## src/design/kpsd_pkg.sv

```systemverilog
// Shared types and constants for the keypad scanner.
// No dependencies.
package kpsd_pkg;

  localparam int KEY_MATRIX_W = 12;
  localparam int KEY_CODE_W   = 4;
  localparam int CFG_IDX_W    = 4;
  localparam int CFG_DATA_W   = 16;
  localparam int TICK_W       = 16;

  localparam logic [TICK_W-1:0] DELAY_RESET  = 16'd100;
  localparam logic [TICK_W-1:0] PERIOD_RESET = 16'd20;

  localparam logic OP_SCAN = 1'b0;
  localparam logic OP_TICK = 1'b1;

  localparam logic [CFG_IDX_W-1:0] CFG_DELAY  = 4'd0;
  localparam logic [CFG_IDX_W-1:0] CFG_PERIOD = 4'd1;

  typedef struct packed {
    logic                    operation;
    logic [KEY_MATRIX_W-1:0] key_matrix;
  } in_t;

  typedef struct packed {
    logic [KEY_CODE_W-1:0] key_code;
    logic                  is_repeat;
  } out_t;

endpackage

```

## src/design/keypad_scan_debounce_repeat_unit.sv

```systemverilog
// Keypad matrix scanner with debounce and auto-repeat, top level.
// Depends on kpsd_pkg.
//
// Takes one request per cycle: a scan sample of the raw key matrix or a timer
// tick. A request is registered on entry, then evaluated against the scan
// state once the output register is free or draining, and its result (if
// any) lands in the output register. With out_ready held high one request is
// taken every cycle; a stalled result holds the output register while one
// more request waits in the entry register.
// Per column only the bottom pressed row counts. A scan is steady when some
// column matches the previous scan and is not empty; a steady scan reports the
// first newly pressed key (column-major) as a press, or, once the hold delay
// has run out, a repeat of the held key each time the period counter is zero.
// Ticks count both counters down. Config writes are taken every cycle
// (cfg_ready is tied high) and should only happen with the block idle;
// index 0 is the hold delay, index 1 the repeat period, others are ignored.
module keypad_scan_debounce_repeat_unit
  import kpsd_pkg::*;
#(
  parameter int COLUMNS = 3,
  parameter int ROWS    = 4
) (
  input  logic                  clk,
  input  logic                  rst_n,
  input  logic                  in_valid,
  output logic                  in_ready,
  input  in_t                   in_data,
  output logic                  out_valid,
  input  logic                  out_ready,
  output out_t                  out_data,
  input  logic                  cfg_valid,
  output logic                  cfg_ready,
  input  logic [CFG_IDX_W-1:0]  cfg_index,
  input  logic [CFG_DATA_W-1:0] cfg_data
);

  localparam int NKEYS = COLUMNS * ROWS;
  localparam int KEY_W = (NKEYS > 1) ? $clog2(NKEYS) : 1;

  // entry register
  in_t         req_r;
  logic        req_valid_r;

  // result register
  out_t        out_r;
  logic        out_valid_r;

  // config
  logic [TICK_W-1:0] delay_cfg_r;
  logic [TICK_W-1:0] period_cfg_r;

  // scan state
  logic [NKEYS-1:0]  last_sample_r;
  logic [NKEYS-1:0]  prev_snap_r;
  logic              armed_r;
  logic [KEY_CODE_W-1:0] held_key_r;
  logic [TICK_W-1:0] delay_cnt_r;
  logic [TICK_W-1:0] period_cnt_r;

  logic              advance;
  logic [NKEYS-1:0]  raw;
  logic [NKEYS-1:0]  cur;
  logic [NKEYS-1:0]  rise;
  logic              steady;
  logic              rise_any;
  logic [KEY_W-1:0]  first_idx;
  logic [KEY_W+KEY_CODE_W-1:0] first_ext;
  logic [KEY_CODE_W-1:0] first_code;
  logic              rpt_fire;
  logic              reload;
  logic              produce;

  // Request moves on when the result slot is free or being drained.
  assign advance   = req_valid_r && (!out_valid_r || out_ready);
  assign in_ready  = !req_valid_r || advance;
  assign out_valid = out_valid_r;
  assign out_data  = out_r;
  assign cfg_ready = 1'b1;

  // Keys past the 12-bit field read as released.
  always_comb begin
    for (int i = 0; i < NKEYS; i++) begin
      raw[i] = (i < KEY_MATRIX_W) ? req_r.key_matrix[i % KEY_MATRIX_W] : 1'b0;
    end
  end

  // Keep only the bottom pressed row of each column; steady if any
  // non-empty column repeats the last scan.
  always_comb begin
    logic found;
    logic [ROWS-1:0] col_cur;
    logic [ROWS-1:0] col_last;
    cur    = '0;
    steady = 1'b0;
    for (int c = 0; c < COLUMNS; c++) begin
      found = 1'b0;
      for (int r = ROWS - 1; r >= 0; r--) begin
        cur[c*ROWS + r] = raw[c*ROWS + r] && !found;
        found = found | raw[c*ROWS + r];
      end
      col_cur  = cur[c*ROWS +: ROWS];
      col_last = last_sample_r[c*ROWS +: ROWS];
      if ((col_cur != '0) && (col_cur == col_last)) begin
        steady = 1'b1;
      end
    end
  end

  assign rise     = cur & ~prev_snap_r;
  assign rise_any = (rise != '0);

  // lowest newly risen key
  always_comb begin
    first_idx = '0;
    for (int k = NKEYS - 1; k >= 0; k--) begin
      if (rise[k]) begin
        first_idx = KEY_W'(k);
      end
    end
  end

  assign first_ext  = {{KEY_CODE_W{1'b0}}, first_idx};
  assign first_code = first_ext[KEY_CODE_W-1:0];

  // Repeat check runs before the first risen key is reached in scan order,
  // so it still reloads the period unless that key is key 0.
  assign rpt_fire = armed_r && (delay_cnt_r == '0) && (period_cnt_r == '0);
  assign reload   = rpt_fire && (!rise_any || (first_idx != '0));
  assign produce  = (req_r.operation == OP_SCAN) && steady && (rise_any || rpt_fire);

  always_ff @(posedge clk) begin
    if (!rst_n) begin
      req_valid_r   <= 1'b0;
      out_valid_r   <= 1'b0;
      delay_cfg_r   <= DELAY_RESET;
      period_cfg_r  <= PERIOD_RESET;
      last_sample_r <= '0;
      prev_snap_r   <= '0;
      armed_r       <= 1'b0;
      held_key_r    <= '0;
      delay_cnt_r   <= '0;
      period_cnt_r  <= '0;
    end else begin
      if (in_ready) begin
        req_valid_r <= in_valid;
      end
      if (in_valid && in_ready) begin
        req_r <= in_data;
      end

      if (cfg_valid) begin
        case (cfg_index)
          CFG_DELAY:  delay_cfg_r  <= cfg_data;
          CFG_PERIOD: period_cfg_r <= cfg_data;
          default: ;
        endcase
      end

      // slot refills on advance, otherwise drains on out_ready
      if (advance) begin
        out_valid_r <= produce;
      end else if (out_ready) begin
        out_valid_r <= 1'b0;
      end

      if (advance) begin
        if (req_r.operation == OP_TICK) begin
          if (delay_cnt_r != '0) begin
            delay_cnt_r <= delay_cnt_r - 1'b1;
          end
          if (period_cnt_r != '0) begin
            period_cnt_r <= period_cnt_r - 1'b1;
          end
        end else begin
          last_sample_r <= cur;
          if (steady) begin
            prev_snap_r <= cur;
            if (rise_any) begin
              held_key_r  <= first_code;
              armed_r     <= 1'b1;
              delay_cnt_r <= delay_cfg_r;
            end
            if (reload) begin
              period_cnt_r <= period_cfg_r;
            end
          end else begin
            armed_r      <= 1'b0;
            period_cnt_r <= '0;
            prev_snap_r  <= '0;
          end
        end
        if (produce) begin
          out_r.key_code  <= rise_any ? first_code : held_key_r;
          out_r.is_repeat <= !rise_any;
        end
      end
    end
  end

endmodule

```

## config.mk

```make
export PLATFORM = sky130hd
export DESIGN_NAME = keypad_scan_debounce_repeat_unit
export DESIGN_NICKNAME = d
export VERILOG_FILES = /design/src/design/kpsd_pkg.sv /design/src/design/keypad_scan_debounce_repeat_unit.sv
export SDC_FILE = /design/constraint.sdc
export NUM_CORES = 1
export LEC_CHECK = 0
export BUFFER_PORTS_ARGS = -buffer_cell sky130_fd_sc_hd__buf_2
export CAP_MARGIN = 20
export CORE_ASPECT_RATIO = 0.6
export CORE_MARGIN = 2
export CORE_UTILIZATION = 40
export DETAILED_ROUTE_END_ITERATION = 8
export GPL_ROUTABILITY_DRIVEN = 1
export PLACE_DENSITY = 0.64
export SLEW_MARGIN = 20
export SYNTH_ARGS = -nofsm -noshare
export SYNTH_HDL_FRONTEND = slang
export SYNTH_SLANG_ARGS = --single-unit
```

## constraint.sdc

```tcl
create_clock -name clk -period 3 [get_ports clk]
set_input_delay 0.6 -clock clk [delete_from_list [all_inputs] [get_ports clk]]
set_output_delay 0.6 -clock clk [all_outputs]
set_load 0.005 [all_outputs]
```

==> results.txt <==
status = completed
predominant post-synthesis flop cell = dfxtp_1
GRT overflow = 0
NetSw = 1210 uW
worst hold slack = 0.360 ns
routed vias = 5386
Yosys Warn Count = 0
Seq/Total Area, Yosys = 0.422
met3 Usage GRT = 0.0482
Die Span X = 159 um
Global Route met2 Usage = 0.298
Critical Path Start Type = flip-flop
Setup violations, final = 0
CTS Sinks = 113
initial antenna violation count = 0
final slew viol count = 0
largest net degree at the start of global routing = 36
DRC Markers = 0
Synth Instances = 684
r2r worst-path depth = 8
share of post-route cells with drive strength above 1 = 0.165
CP Class = reg2reg
Max clock buf depth = 2
CP max stage cell = or4b_1
Min Clock Period, post-route = 2.83 ns
Tcrit/Tclk final = 0.945
GR peak layer = met1
RSZ-0062 raised after global routing = no
total track usage = 0.210
critical path arrival = 2.93 ns
area delta synth->final = 16.2%
Worst path depth = 8
Logic pwr share = 0.176
CP required = 3.09 ns
hold violation count in the final report = 0
Top cell by count, worst path = nand3_1
M1 GR Usage = 0.309
Clk pwr share = 0.431
Slew @ Worst Pin = 0.921 ns
vias per inst = 5.81
Clock Tree Root = clkbuf_16
std cell rows = 33
most frequent cells in the layout = 124 x nand2_1, 95 x dfxtp_1, 74 x a21oi_1
Final HPWL DP = 11100 um
Pleak = 0.00255 uW
Yosys cell types = 76
clock latency on the worst-skew pair = 0.41 ns
crit end category = flip-flop
Worst Path Buf+Inv = 1
Chip Height = 97.2 um
Worst Clk Skew = 0.00814 ns
DRT Pass-1 Iters = 7
htree depth = 4
Sw Share = 0.284
syn_area_per_cell = 8.46 um^2
drt total wl = 16000 um
WL/cell = 17.2 um
reg2reg setup slack = 0.17 ns
PnR Total Power = 4270 uW
first-pass GRT wire length = 26000 um
Rel. slew slack = 0.381
TritonCTS Buffers = 17
Final ANT Viol Nets = 0
port buffer count = 44
CTS tree = built
P_int = 3060 uW
Ports = 46
initial core utilization = 0.417
async set-reset flop share out of synthesis = 0
EDFF count, synth = 18
end point of the critical path = out_data[0]
Worst R2R End = out_data[0]
vias in the first global route = 5090
crit-path cells = inv_1, ha_1, or4b_1, nor3_1, nand3_1, o211ai_1, nand3_1, nor2_2
maximum vdd drop = 0.000389 V
Cell Area, Synth = 5790 um^2
Hold Crit Class = in2reg
Syn Nets = 724
worst-path maximum fanout = 5
utilization after layout = 0.485
Core Box Area = 13900 um^2
critical path launch point = delay_cnt_r[0]
Worst path max stage delay = 0.55 ns
most common cell after layout, fill and taps aside = nand2_1
nets = 762
Seq pwr share = 0.392
post-layout worst setup margin = 0.166 ns
pre-CTS setup slack = -0.0329 ns
clock-pin slew on the worst setup and hold paths = 0.05 ns
Max Freq = 353 MHz
pwr dens = 634 nW/um^2
die footprint = 15500 um^2
gpl congestion = 0.926
number of diodes = 0
DR iter-0 viols = 564
flops & latches, synth = 113
max-cap violations = 0
largest delay contributor family on the critical path = simple AND/OR/NAND/NOR gates
total negative slack = 0 ns
reg2reg start = delay_cnt_r[0]
hold buffer count at CTS = 0
worst min-delay path by stage:
stage	startpoint	to	slack, ns	cells after the start
floorplan	prev_snap_r[11]	prev_snap_r[11]	0.43	2
CTS	in_data[12]	req_r[12]	0.34	1
global placement	prev_snap_r[11]	prev_snap_r[11]	0.44	2
global route	in_data[12]	req_r[12]	0.35	1
finish	in_data[12]	req_r[12]	0.36	1
detailed placement	prev_snap_r[11]	prev_snap_r[11]	0.45	2
synthesized netlist by cell type, types with 4 or more instances:
cell	instances	share of area
o211ai_1	4	0.0052
clkbuf_1	30	0.019
nor3_1	18	0.016
o211a_1	15	0.026
nand3b_1	4	0.0052
o221ai_1	15	0.023
a21oi_1	75	0.065
edfxtp_1	18	0.093
and3_1	7	0.0076
o21ai_0	16	0.014
o21a_1	11	0.014
inv_1	24	0.016
nor2b_1	12	0.013
xor2_1	5	0.0076
xnor2_1	10	0.015
o41ai_1	4	0.0061
nand3_1	23	0.020
nor4_1	7	0.0076
buf_2	8	0.0069
o31ai_1	6	0.0078
nor2_1	32	0.021
a22oi_1	5	0.0065
dfxtp_1	95	0.33
nand2b_1	13	0.014
nand2_1	124	0.080
a211oi_1	12	0.016
a221oi_1	5	0.0076
stage by stage:
| stage | instance area (um^2) | std cells |
|---|---|---|
| final | 6730 | 927 |
| after global routing | 6730 | 927 |
| after CTS | 6720 | 927 |
| after detailed placement | 6170 | 894 |
| after global placement | 6160 | 894 |
| after floorplan | 5790 | 684 |
kinds of logic (layout without fill, tap and decap cells):
| logic type | count (synthesis) | after routing | share of synthesized area |
|---|---|---|---|
| other | 1 | 1 | 0.000648 |
| DFF | 113 | 113 | 0.422 |
| buffers and inverters | 73 | 124 | 0.0603 |
| xor gates and xnor gates | 15 | 15 | 0.0227 |
| adders and majority gates | 2 | 2 | 0.00432 |
| and+or+nand+nor | 280 | 280 | 0.248 |
| AOI/OAI and AO/OA | 198 | 198 | 0.239 |
| muxes | 2 | 2 | 0.00346 |
area by class of cell:
class,count,area [um^2]
tap,192,240
inverter,25,93.8
multi-input combinational,498,3020
fill,1330,7150
clock buffer,20,447
sequential,113,2440
clock inverter,12,93.8
timing repair buffer,67,393
power by group through the flow:
| stage | clock (uW) | sequential (uW) | combinational [uW] |
|---|---|---|---|
| 2_1_floorplan | 0 | 1680 | 554 |
| 3_3_place_gp | 0 | 1700 | 711 |
| 6_report | 1840 | 1670 | 752 |
| 4_1_cts | 1870 | 1670 | 737 |
| 5_1_grt | 1930 | 1680 | 823 |
| 3_5_place_dp | 0 | 1700 | 732 |
layer usage:
metal / part of all wire / wire length, um
met2: 0.41 / 6620
met3: 0.085 / 1360
met4: 0.014 / 223
met5: 0 / 0
met1: 0.49 / 7790
state kept, by name, summed over array words and instances, names as in the netlist:
| name | flops |
|---|---|
| delay_cfg_r | 16 |
| delay_cnt_r | 16 |
| held_key_r | 4 |
| armed_r | 1 |
| out_data | 5 |
| last_sample_r | 12 |
| period_cfg_r | 16 |
| req_valid_r | 1 |
| out_valid | 1 |
| raw | 12 |
| req_r | 1 |
| prev_snap_r | 12 |
| period_cnt_r | 16 |
timing repair:
item | CTS | global route
endpoints found under the setup margin | 16 | 10
resized for setup | 0 | 3
pin swaps | 1 | 0
setup buffers | 1 | 0
No activity file was read; power rests on OpenSTA's default activity.
